<file path="src/sv/interval_set_merge_lookup_assert.svh">
// ----------------------------------------------------------------------------
// Interval set assertion macros
// Concurrent assertion forms used by the interval set datapath.
// ----------------------------------------------------------------------------
`ifndef INTERVAL_SET_MERGE_LOOKUP_ASSERT_SVH
`define INTERVAL_SET_MERGE_LOOKUP_ASSERT_SVH

// The consequent must hold in the same cycle as the antecedent.
`define ISML_ASSERT_NOW(label, clk, rst_n, pre, post, msg) \
  label: assert property (@(posedge clk) disable iff (!rst_n) (pre) |-> (post)) \
    else $error(msg);

// The consequent must hold in the cycle after the antecedent.
`define ISML_ASSERT_NEXT(label, clk, rst_n, pre, post, msg) \
  label: assert property (@(posedge clk) disable iff (!rst_n) (pre) |=> (post)) \
    else $error(msg);

`endif

</file>
<file path="src/sv/isml_pkg.sv">
// ----------------------------------------------------------------------------
// Interval set package
// Sizes, codes and the command and status bundles shared by the modules.
// ----------------------------------------------------------------------------
package isml_pkg;

  localparam int TABLE_DEPTH = 16;
  localparam int VALUE_BITS  = 32;
  localparam int IDX_W       = (TABLE_DEPTH > 1) ? $clog2(TABLE_DEPTH) : 1;
  localparam int CNT_W       = $clog2(TABLE_DEPTH + 1);

  localparam logic [VALUE_BITS-1:0] VALUE_MAX = {VALUE_BITS{1'b1}};

  localparam logic KIND_INSERT = 1'b0;
  localparam logic KIND_QUERY  = 1'b1;

  typedef enum logic [1:0] {
    STATUS_OK       = 2'd0,
    STATUS_REVERSED = 2'd1,
    STATUS_FULL     = 2'd2
  } status_t;

  typedef enum logic [2:0] {
    ST_IDLE,
    ST_CHECK,
    ST_READ,
    ST_PROC,
    ST_FINISH,
    ST_RESULT
  } state_t;

  typedef struct packed {
    logic load;
    logic rd;
    logic proc;
    logic fin;
  } cmd_t;

  typedef struct packed {
    logic reject;
    logic empty;
    logic last;
    logic full_now;
  } stat_t;

endpackage

</file>
<file path="src/sv/isml_datapath.sv">
// ----------------------------------------------------------------------------
// Interval set datapath
// Range table memory, scan registers, merge logic and result registers.
// ----------------------------------------------------------------------------
`include "interval_set_merge_lookup_assert.svh"

module isml_datapath (
  input  logic                           clk,
  input  logic                           rst_n,
  input  isml_pkg::cmd_t                 cmd,
  output isml_pkg::stat_t                stat,
  input  logic                           in_kind,
  input  logic [isml_pkg::VALUE_BITS-1:0] in_low_value,
  input  logic [isml_pkg::VALUE_BITS-1:0] in_high_value,
  output logic [1:0]                     out_status,
  output logic                           out_is_member,
  output logic                           out_upper_found,
  output logic [isml_pkg::VALUE_BITS-1:0] out_next_upper,
  output logic                           out_lower_found,
  output logic [isml_pkg::VALUE_BITS-1:0] out_next_lower
);

  localparam int VB = isml_pkg::VALUE_BITS;
  localparam int IW = isml_pkg::IDX_W;
  localparam int CW = isml_pkg::CNT_W;

  logic [VB-1:0] mem_lo [isml_pkg::TABLE_DEPTH];
  logic [VB-1:0] mem_hi [isml_pkg::TABLE_DEPTH];

  logic [VB-1:0] rd_lo_r, rd_hi_r;

  logic             op_r, op_nxt;
  logic [VB-1:0]    a_r, a_nxt, b_r, b_nxt;
  logic [VB-1:0]    lo_m1_r, lo_m1_nxt, hi_p1_r, hi_p1_nxt;
  logic [IW-1:0]    k_r, k_nxt;
  logic [CW-1:0]    wr_r, wr_nxt, count_r, count_nxt;
  logic             placed_r, placed_nxt;
  logic [VB-1:0]    carry_lo_r, carry_lo_nxt, carry_hi_r, carry_hi_nxt;
  isml_pkg::status_t status_r, status_nxt;
  logic             member_r, member_nxt;
  logic             upper_found_r, upper_found_nxt;
  logic [VB-1:0]    next_upper_r, next_upper_nxt;
  logic             lower_found_r, lower_found_nxt;
  logic [VB-1:0]    next_lower_r, next_lower_nxt;

  logic          we;
  logic [VB-1:0] wdata_lo, wdata_hi;
  logic          below, touch_new, touch_carry, table_full;
  logic [VB-1:0] carry_inc;

  assign below       = rd_hi_r < lo_m1_r;
  assign touch_new   = hi_p1_r >= rd_lo_r;
  assign carry_inc   = (carry_hi_r == isml_pkg::VALUE_MAX) ? isml_pkg::VALUE_MAX
                                                           : carry_hi_r + VB'(1);
  assign touch_carry = rd_lo_r <= carry_inc;
  assign table_full  = count_r == CW'(isml_pkg::TABLE_DEPTH);

  assign stat.reject   = status_r != isml_pkg::STATUS_OK;
  assign stat.empty    = count_r == CW'(0);
  assign stat.last     = (CW'(k_r) + CW'(1)) == count_r;
  assign stat.full_now = (op_r == isml_pkg::KIND_INSERT) && !placed_r && !below &&
                         !touch_new && table_full;

  always_comb begin
    op_nxt          = op_r;
    a_nxt           = a_r;
    b_nxt           = b_r;
    lo_m1_nxt       = lo_m1_r;
    hi_p1_nxt       = hi_p1_r;
    k_nxt           = k_r;
    wr_nxt          = wr_r;
    count_nxt       = count_r;
    placed_nxt      = placed_r;
    carry_lo_nxt    = carry_lo_r;
    carry_hi_nxt    = carry_hi_r;
    status_nxt      = status_r;
    member_nxt      = member_r;
    upper_found_nxt = upper_found_r;
    next_upper_nxt  = next_upper_r;
    lower_found_nxt = lower_found_r;
    next_lower_nxt  = next_lower_r;
    we              = 1'b0;
    wdata_lo        = a_r;
    wdata_hi        = b_r;

    if (cmd.load) begin
      op_nxt          = in_kind;
      a_nxt           = in_low_value;
      b_nxt           = in_high_value;
      lo_m1_nxt       = (in_low_value == VB'(0)) ? VB'(0) : in_low_value - VB'(1);
      hi_p1_nxt       = (in_high_value == isml_pkg::VALUE_MAX) ? isml_pkg::VALUE_MAX
                                                               : in_high_value + VB'(1);
      k_nxt           = IW'(0);
      wr_nxt          = CW'(0);
      placed_nxt      = 1'b0;
      status_nxt      = ((in_kind == isml_pkg::KIND_INSERT) &&
                         (in_low_value > in_high_value)) ? isml_pkg::STATUS_REVERSED
                                                         : isml_pkg::STATUS_OK;
      member_nxt      = 1'b0;
      upper_found_nxt = 1'b0;
      next_upper_nxt  = VB'(0);
      lower_found_nxt = 1'b0;
      next_lower_nxt  = VB'(0);
    end else if (cmd.proc) begin
      k_nxt = k_r + IW'(1);
      if (op_r == isml_pkg::KIND_QUERY) begin
        if (!upper_found_r && (rd_hi_r >= a_r)) begin
          upper_found_nxt = 1'b1;
          next_upper_nxt  = rd_hi_r;
          member_nxt      = rd_lo_r <= a_r;
        end
        if (!lower_found_r && (rd_lo_r >= a_r)) begin
          lower_found_nxt = 1'b1;
          next_lower_nxt  = rd_lo_r;
        end
      end else if (!placed_r) begin
        if (below) begin
          wr_nxt = wr_r + CW'(1);
        end else if (touch_new) begin
          carry_lo_nxt = (a_r < rd_lo_r) ? a_r : rd_lo_r;
          carry_hi_nxt = (b_r > rd_hi_r) ? b_r : rd_hi_r;
          placed_nxt   = 1'b1;
        end else if (table_full) begin
          status_nxt = isml_pkg::STATUS_FULL;
        end else begin
          we           = 1'b1;
          wr_nxt       = wr_r + CW'(1);
          carry_lo_nxt = rd_lo_r;
          carry_hi_nxt = rd_hi_r;
          placed_nxt   = 1'b1;
        end
      end else if (touch_carry) begin
        carry_hi_nxt = (rd_hi_r > carry_hi_r) ? rd_hi_r : carry_hi_r;
      end else begin
        we           = 1'b1;
        wdata_lo     = carry_lo_r;
        wdata_hi     = carry_hi_r;
        wr_nxt       = wr_r + CW'(1);
        carry_lo_nxt = rd_lo_r;
        carry_hi_nxt = rd_hi_r;
      end
    end else if (cmd.fin && (op_r == isml_pkg::KIND_INSERT)) begin
      if (placed_r) begin
        we        = 1'b1;
        wdata_lo  = carry_lo_r;
        wdata_hi  = carry_hi_r;
        count_nxt = wr_r + CW'(1);
      end else if (table_full) begin
        status_nxt = isml_pkg::STATUS_FULL;
      end else begin
        we        = 1'b1;
        count_nxt = wr_r + CW'(1);
      end
    end
  end

  always_ff @(posedge clk) begin
    if (!rst_n) begin
      count_r  <= CW'(0);
      wr_r     <= CW'(0);
      k_r      <= IW'(0);
      placed_r <= 1'b0;
      status_r <= isml_pkg::STATUS_OK;
    end else begin
      count_r  <= count_nxt;
      wr_r     <= wr_nxt;
      k_r      <= k_nxt;
      placed_r <= placed_nxt;
      status_r <= status_nxt;
    end
  end

  always_ff @(posedge clk) begin
    op_r          <= op_nxt;
    a_r           <= a_nxt;
    b_r           <= b_nxt;
    lo_m1_r       <= lo_m1_nxt;
    hi_p1_r       <= hi_p1_nxt;
    carry_lo_r    <= carry_lo_nxt;
    carry_hi_r    <= carry_hi_nxt;
    member_r      <= member_nxt;
    upper_found_r <= upper_found_nxt;
    next_upper_r  <= next_upper_nxt;
    lower_found_r <= lower_found_nxt;
    next_lower_r  <= next_lower_nxt;
  end

  always_ff @(posedge clk) begin
    if (we) begin
      mem_lo[wr_r[IW-1:0]] <= wdata_lo;
      mem_hi[wr_r[IW-1:0]] <= wdata_hi;
    end
    if (cmd.rd) begin
      rd_lo_r <= mem_lo[k_r];
      rd_hi_r <= mem_hi[k_r];
    end
  end

  assign out_status      = status_r;
  assign out_is_member   = member_r;
  assign out_upper_found = upper_found_r;
  assign out_next_upper  = next_upper_r;
  assign out_lower_found = lower_found_r;
  assign out_next_lower  = next_lower_r;

  `ISML_ASSERT_NOW(a_count_bound, clk, rst_n, 1'b1,
    count_r <= CW'(isml_pkg::TABLE_DEPTH), "Range count exceeds the table depth.")
  `ISML_ASSERT_NOW(a_wr_bound, clk, rst_n, 1'b1,
    wr_r <= count_r, "Write pointer ran past the stored range count.")
  `ISML_ASSERT_NEXT(a_count_hold, clk, rst_n, !cmd.fin,
    $stable(count_r), "Range count changed outside the finish step.")

endmodule

</file>
<file path="src/sv/isml_ctrl.sv">
// ----------------------------------------------------------------------------
// Interval set controller
// Sequences the load, check, table scan, finish and result steps of one beat.
// ----------------------------------------------------------------------------
module isml_ctrl (
  input  logic            clk,
  input  logic            rst_n,
  input  logic            start,
  output logic            busy,
  output logic            out_valid,
  output isml_pkg::cmd_t  cmd,
  input  isml_pkg::stat_t stat
);

  isml_pkg::state_t state_r, state_nxt;

  always_ff @(posedge clk) begin
    if (!rst_n) begin
      state_r <= isml_pkg::ST_IDLE;
    end else begin
      state_r <= state_nxt;
    end
  end

  always_comb begin
    state_nxt = state_r;
    cmd       = '0;
    busy      = 1'b1;
    out_valid = 1'b0;
    case (state_r)
      isml_pkg::ST_IDLE: begin
        busy = 1'b0;
        if (start) begin
          cmd.load  = 1'b1;
          state_nxt = isml_pkg::ST_CHECK;
        end
      end
      isml_pkg::ST_CHECK: begin
        if (stat.reject) begin
          state_nxt = isml_pkg::ST_RESULT;
        end else if (stat.empty) begin
          state_nxt = isml_pkg::ST_FINISH;
        end else begin
          state_nxt = isml_pkg::ST_READ;
        end
      end
      isml_pkg::ST_READ: begin
        cmd.rd    = 1'b1;
        state_nxt = isml_pkg::ST_PROC;
      end
      isml_pkg::ST_PROC: begin
        cmd.proc = 1'b1;
        if (stat.full_now) begin
          state_nxt = isml_pkg::ST_RESULT;
        end else if (stat.last) begin
          state_nxt = isml_pkg::ST_FINISH;
        end else begin
          state_nxt = isml_pkg::ST_READ;
        end
      end
      isml_pkg::ST_FINISH: begin
        cmd.fin   = 1'b1;
        state_nxt = isml_pkg::ST_RESULT;
      end
      isml_pkg::ST_RESULT: begin
        out_valid = 1'b1;
        state_nxt = isml_pkg::ST_IDLE;
      end
      default: begin
        state_nxt = isml_pkg::ST_IDLE;
      end
    endcase
  end

endmodule

</file>
<file path="src/sv/interval_set_merge_lookup.sv">
// ----------------------------------------------------------------------------
// Interval set merge and lookup
// Sorted table of disjoint ranges with merging insert and boundary query.
// ----------------------------------------------------------------------------
// A beat is accepted when start is high and busy is low. in_kind selects an
// insert of [in_low_value, in_high_value] or a query of in_low_value.
// Every beat produces exactly one result, shown for a single cycle with
// out_valid high; the receiver cannot stall it and must take it then.
// The table of up to 16 ranges sits in a one-port-write, one-port-read
// memory, and the controller scans it one entry at a time (read, then
// compare and merge or shift). The result strobe follows the check step,
// the scan of the stored ranges and the finish step; busy stays high
// through the strobe cycle, so the next beat is taken only after it. A
// reversed insert skips the scan and the finish step and goes straight
// to the result. An insert refused for a full table may end its scan
// early. Merged and shifted entries are written back in place during the
// same scan. Synchronous reset empties the table and returns to idle; the
// table memory itself is not cleared, since entries past the count are
// never read.
// ----------------------------------------------------------------------------
module interval_set_merge_lookup (
  input  logic                            clk,
  input  logic                            rst_n,
  input  logic                            start,
  output logic                            busy,
  input  logic                            in_kind,
  input  logic [isml_pkg::VALUE_BITS-1:0] in_low_value,
  input  logic [isml_pkg::VALUE_BITS-1:0] in_high_value,
  output logic                            out_valid,
  output logic [1:0]                      out_status,
  output logic                            out_is_member,
  output logic                            out_upper_found,
  output logic [isml_pkg::VALUE_BITS-1:0] out_next_upper,
  output logic                            out_lower_found,
  output logic [isml_pkg::VALUE_BITS-1:0] out_next_lower
);

  isml_pkg::cmd_t  cmd;
  isml_pkg::stat_t stat;

  isml_ctrl u_ctrl (
    .clk       (clk),
    .rst_n     (rst_n),
    .start     (start),
    .busy      (busy),
    .out_valid (out_valid),
    .cmd       (cmd),
    .stat      (stat)
  );

  isml_datapath u_datapath (
    .clk             (clk),
    .rst_n           (rst_n),
    .cmd             (cmd),
    .stat            (stat),
    .in_kind         (in_kind),
    .in_low_value    (in_low_value),
    .in_high_value   (in_high_value),
    .out_status      (out_status),
    .out_is_member   (out_is_member),
    .out_upper_found (out_upper_found),
    .out_next_upper  (out_next_upper),
    .out_lower_found (out_lower_found),
    .out_next_lower  (out_next_lower)
  );

endmodule

</file>
<file path="config.mk">
export PLATFORM = sky130hd
export DESIGN_NAME = interval_set_merge_lookup
export DESIGN_NICKNAME = d
export VERILOG_FILES = /design/src/sv/isml_pkg.sv /design/src/sv/isml_datapath.sv /design/src/sv/isml_ctrl.sv /design/src/sv/interval_set_merge_lookup.sv
export VERILOG_INCLUDE_DIRS = /design/src /design/src/sv
export SDC_FILE = /design/constraint.sdc
export NUM_CORES = 2
export LEC_CHECK = 0
export ABC_AREA = 1
export BUFFER_PORTS_ARGS = -buffer_cell sky130_fd_sc_hd__buf_2
export CAP_MARGIN = 30
export CORE_UTILIZATION = 40
export DETAILED_ROUTE_END_ITERATION = 7
export PLACE_DENSITY = 0.67
export SYNTH_ARGS = -nofsm -noshare
export SYNTH_HDL_FRONTEND = slang
export SYNTH_HIERARCHICAL = 1
export SYNTH_SLANG_ARGS = --single-unit
export TNS_END_PERCENT = 1
</file>
<file path="constraint.sdc">
create_clock -name clk -period 10.85 [get_ports clk]
set_clock_uncertainty 0.05 [all_clocks]
set_input_delay 2.17 -clock clk [delete_from_list [all_inputs] [get_ports clk]]
set_output_delay 2.17 -clock clk [all_outputs]
set_load 0.05 [all_outputs]
</file>
Word-level counts from Yosys, hierarchy flattened
Memory sizes are Yosys's and may differ from the RTL's. A register that Yosys moved wholly into a read port is not among the register bits.
Index checks and enable logic that the tools add are counted.

word-level totals
  register bits after elaboration = 280
  RAM bits = 1024
  bits of input ports = 68
  output and inout bits = 71
  logic and storage cells = 161
  memories kept = 2

cells by class
  $add $sub $neg = 6
  magnitude comparators = 10
  eq/ne operators = 21
  mux-type cells = 72
  bitwise operators = 5
  reductions and logical operators = 27

memories
  memory             depth  bits a word  rd ports  clocked after Yosys merged registers in  wr ports  RTL line             text
  u_datapath.mem_hi  16     32           1         1                                        1         isml_datapath.sv:28  logic [VB-1:0] mem_hi [isml_pkg::TABLE_DEPTH];
  u_datapath.mem_lo  16     32           1         1                                        1         isml_datapath.sv:27  logic [VB-1:0] mem_lo [isml_pkg::TABLE_DEPTH];

operators with widths
  kind                   count
  $mux 32                28
  $ge 32x32->1           3
  $gt 32x32->1           3
  $add 32x1->32 const B  2
  $eq 32x32->1 const B   2
  $le 32x32->1           2
  $lt 32x32->1           2
  $logic_not 32->1       1
  $sub 32x1->32 const B  1
  $mux 5                 6
  $mux 1                 23
  $mux 2                 9
  $mux 3                 5
  $pmux 3 s5             1
  $ne 3x3->1 const B     4
  $reduce_and 6->1       2
  $reduce_and 5->1       2
  $ne 3x1->1 const B     3
  $logic_and 1x1->1      8
  $eq 3x2->1 const B     2
  $eq 3x3->1 const B     2
  $ne 2x2->1 const B     3
  $reduce_and 3->1       2
  $add 4x1->5 const B    1
  15 further kinds       24

Depth between registers and ports, before layout
  depth in word-level cells = 10
  depth in mapped cells = 30

Modules after synthesis
Netlist, hierarchy kept.

by module, submodules not included
  module         instances  cells each  area an instance (µm²)  sequential area each (µm²)
  isml_datapath  1          5423        63041.7                 40148.5
  isml_ctrl      1          40          231.5                   60.1

Worst setup path after synthesis
Ideal clock, no wire load.

  kind = input-to-reg
  start = in start
  end = mem u_datapath/mem_lo[0][22] (netlist name) (data pin)
  setup time = 0.330 ns
  arrival time = 10.576 ns
  data required time = 10.470 ns
  slack = -0.106 ns
  cell stages on the path = 7
  path buffers = 1
  path through = inv_1 -> nor2_1 -> clkinv_1 -> nand2_1 -> clkbuf_1 -> a22oi_1 -> o21ai_0

RTL lines
  what             RTL line                         text
  start, declared  interval_set_merge_lookup.sv:24  input logic start,
  end, declared    isml_datapath.sv:27

Final worst setup path
  start = reg u_datapath.carry_hi_r[0]
  end = mem u_datapath/mem_lo[5][0] (netlist name) (enable)

between the ends
  cells in the longest elaborated chain, start to end = 10
  elaborated cells between the ends (all ways) = 11

RTL lines
  what                                                  RTL line                                  text
  start, declared                                       isml_datapath.sv:38                       logic [VB-1:0] carry_lo_r, carry_lo_nxt, carry_hi_r, carry_hi_nxt;
  start signal, assigned                                isml_datapath.sv:180                      carry_hi_r <= carry_hi_nxt;
  $add 32x1->32 / $eq 32x32->1 (equally long branches)  isml_datapath.sv:54, isml_datapath.sv:53
  $mux 32 *                                             isml_datapath.sv:53                       assign carry_inc = (carry_hi_r == isml_pkg::VALUE_MAX) ? isml_pkg::VALUE_MAX
  $le 32x32->1 *                                        isml_datapath.sv:55                       assign touch_carry = rd_lo_r <= carry_inc;
  $mux 1 *                                              isml_datapath.sv:132                      end else if (touch_carry) begin
  $mux 1 *                                              isml_datapath.sv:116                      end else if (!placed_r) begin
  $mux 1 *                                              isml_datapath.sv:106                      if (op_r == isml_pkg::KIND_QUERY) begin
  $mux 1 *                                              isml_datapath.sv:104                      end else if (cmd.proc) begin
  $mux 1 *                                              isml_datapath.sv:86                       if (cmd.load) begin
  $mux 1 *                                              isml_datapath.sv:189                      if (we) begin
  $mux 1 (not written as such) *                        isml_datapath.sv:190                      mem_lo[wr_r[IW-1:0]] <= wdata_lo;

Every way passes the cells marked *; elsewhere a longest branch is shown, timed or not.

==> results_dict.tcl <==
set metrics [dict create \
    post_cts_buffers 0 \
    synth_ff_type "edfxtp_1" \
    worst_ep_arrival_time_ns 7.02 \
    grt_pass1_wl_um 263000 \
    cts_sinks 1368 \
    setup_violations 0 \
    setup-tns-final_ns 0 \
    cellLeakagePower_nw 25.7 \
    syn_avg_cell_area_um2 11.6 \
    hold_class "reg -> reg" \
    synthDistinctLibCells 51 \
    timing.max_cap.violations 0 \
    grt.overflow.total 0 \
    seq_power_share 0.517 \
    grt_use_total 0.221 \
    globalplace.congestion 0.976 \
    io-pin-count 139 \
    critPathCaptureType "flop" \
    pwr-share-comb 0.095 \
    hold_violations 0 \
    wl_met3_um 18800 \
    cts_tree "yes" \
    placed_cells 7510 \
    critPathSlowestCell "nor2_2" \
    finalCriticalPeriod_ns 6.67 \
    syn_area_um2 63300 \
    startpoint_type "flop" \
    crit_fanout 30 \
    routed.top_layer "met4" \
    cts_buffers 134 \
    hpwlAfterDp_um 115000 \
    drcViolationCount 0 \
    synth_warnings 6 \
    r2r_setup_slack_ns 4.18 \
    switching_share 0.248 \
    vias_per_cell 5.65 \
    fillers 13900 \
    power.internal_mw 9.03 \
    start_util 0.404 \
    grt_max_degree 188 \
    rsz0062_at_grt "no" \
    path_class "reg -> reg" \
    drive_above_1_share 0.0927 \
    clk_pin_slew_worst_paths_ns 0.06 \
    p_per_area_nw_per_um2 169 \
    drtAntennaViolNets 0 \
    antenna_found_initial 1 \
    dieArea_um2 160000 \
    outcome "finished, final reports clean" \
    cts_root_buffer "clkbuf_16" \
    die_x_um 400 \
    drt_pass1_iterations 6 \
    synth_edf_count 1281 \
    required_ns 11.20 \
    holdWs_ns 0.412 \
    fmax_ghz 0.150 \
    wl_met2_um 82000 \
    clock_latency_ns 0.78 \
    ys_ff_latch 1368 \
    place_ws_ns 4.25 \
    switchingPower_mw 2.97 \
    placementRows 145 \
    wl_per_cell_um 23.2 \
    drv_slew 0 \
    core_area_um2 157000 \
    synth_fp_nets 5794 \
    ctsHoldBuffers 0 \
    synthCells 5463 \
    vias 43800 \
    synthArstFlopShare 0 \
    cts_buffer_depth 3 \
    ys_seq_area_frac 0.635 \
    cts_htree_levels 4 \
    die_y_um 400 \
    nets 5919 \
    area_growth_pct 12.3 \
    slew_headroom 0.259 \
    wirelength_um 180000 \
    drt-met1-wl_um 72900 \
    period_share 0.615 \
    grt_pass1_vias 41000 \
    drt-initial-drc-count 5295 \
    ir_worst_vdd_uv 144 \
    max_stage_delay_ns 0.73 \
    final_cells 7753 \
    totalPowerFinal_mw 12.0 \
    clkPwrFrac 0.388 \
    cts_resized 0 \
    cp_common_cell "nand2_1" \
    worst_pin_slew_ns 1.11 \
    fin_ws_ns 4.18 \
    port_buffers 138 \
]
-- area by class of cell --
cell class / count / area [um^2] / area share
clock inverter: 69 / 771 / 0.0108
timing repair buffer: 255 / 1760 / 0.0247
tap: 2058 / 2570 / 0.0362
sequential: 1368 / 40200 / 0.566
clock buffer: 172 / 3580 / 0.0504
inverter: 607 / 2290 / 0.0322
multi-input combinational: 3222 / 19900 / 0.280
antenna: 2 / 5.00 / 0.0000704
-- Yosys cell counts (7+ instances only) --
cell      number  area (um^2)
nand2_1      631         2370
ha_1         263         3290
a21oi_1      455         2280
clkbuf_1     154          578
nand4_2        7         87.6
nand3_1      217         1090
nor3_1        41          205
nand4_1       31          194
xor2_1        35          307
dfxtp_1       87         1740
o211ai_1     264         1980
inv_1        598         2240
xnor2_1       13          114
nor4_1        21          131
o21a_1        11         82.6
edfxtp_1    1281        38500
o21ai_0      506         2530
buf_2         64          320
buf_1         36          135
a31oi_1        8         50.1
mux2i_1      257         2570
a22oi_1       64          480
nor2_1       308         1160
nand3_2        7         70.1
o21ai_1       18         90.1
nand2_2        9         56.3
nor2_2         8         50.1
-- critical path, delay by kind of cell, from the launching register on --
family / cells / cell delay (ns)
AND/OR/NAND/NOR: 17 / 2.55
buffers and inverters: 6 / 1.83
AO/OA/AOI/OAI: 3 / 0.77
adder cells (fa/ha/maj): 2 / 0.52
flip-flops: 1 / 0.47
-- metal layers --
layer	track usage	vias up
met5	0	-
met4	0.0817	0
met3	0.0430	332
met2	0.347	2238
met1	0.304	21400
li1	-	19900
-- path summary, 6_finish.rpt --
path                                                      to                                  startpoint  cells after the start
setup / recovery           u_datapath/mem_lo[5][0]$_DFFE_PP_          u_datapath/carry_hi_r[0]$_DFFE_PP_                     28
hold / removal    u_datapath/out_next_lower[30]$_SDFFE_PP0P_  u_datapath/out_next_lower[30]$_SDFFE_PP0P_                      2
setup reg to reg           u_datapath/mem_lo[5][0]$_DFFE_PP_          u_datapath/carry_hi_r[0]$_DFFE_PP_                     28
hold reg to reg   u_datapath/out_next_lower[30]$_SDFFE_PP0P_  u_datapath/out_next_lower[30]$_SDFFE_PP0P_                      2
-- cells in the final DEF (no fill, tap or decap), types with 10 or more instances in the layout --
| cell type | count |
|---|---|
| o21ai_0 | 498 |
| ha_1 | 263 |
| a21oi_1 | 438 |
| nand2_2 | 10 |
| a21oi_4 | 17 |
| nor4_1 | 21 |
| nand3_1 | 217 |
| clkbuf_1 | 33 |
| o21ai_1 | 26 |
| clkbuf_16 | 137 |
| o21a_1 | 11 |
| nor3_1 | 40 |
| nand4_1 | 31 |
| dfxtp_1 | 83 |
| a22oi_1 | 64 |
| bufinv_16 | 12 |
| inv_1 | 595 |
| xnor2_1 | 13 |
| edfxtp_1 | 1281 |
| xor2_1 | 35 |
| nand2_1 | 630 |
| clkinv_2 | 13 |
| nor2_1 | 304 |
| clkinv_1 | 33 |
| buf_4 | 100 |
| o211ai_1 | 264 |
| mux2i_1 | 257 |
| buf_2 | 140 |
-- per-stage QoR --
step | cell area (um^2) | util
after global routing | 71100 | 0.454
final | 71100 | 0.454
after floorplan | 63300 | -
after detailed placement | 66700 | 0.426
after global placement | 66500 | 0.425
after CTS | 71100 | 0.454
-- power groups by stage --
| stage | combinational [mW] | sequential [mW] | clock, mW |
|---|---|---|---|
| 3_5_place_dp | 1.11 | 6.31 | 0 |
| 2_1_floorplan | 0.677 | 6.28 | 0 |
| 6_report | 1.14 | 6.21 | 4.65 |
| 3_3_place_gp | 1.07 | 6.31 | 0 |
| 4_1_cts | 1.12 | 6.20 | 4.72 |
| 5_1_grt | 1.26 | 6.21 | 4.91 |
-- kinds of logic after synthesis --
family / share of synthesized area
compound gates: 0.120
xor+xnor: 0.00664
fa+ha+maj: 0.0520
buf+inv: 0.0541
flops: 0.635
mux: 0.0407
simple gates: 0.0907
Note: power is estimated with default switching activity, not from simulation.
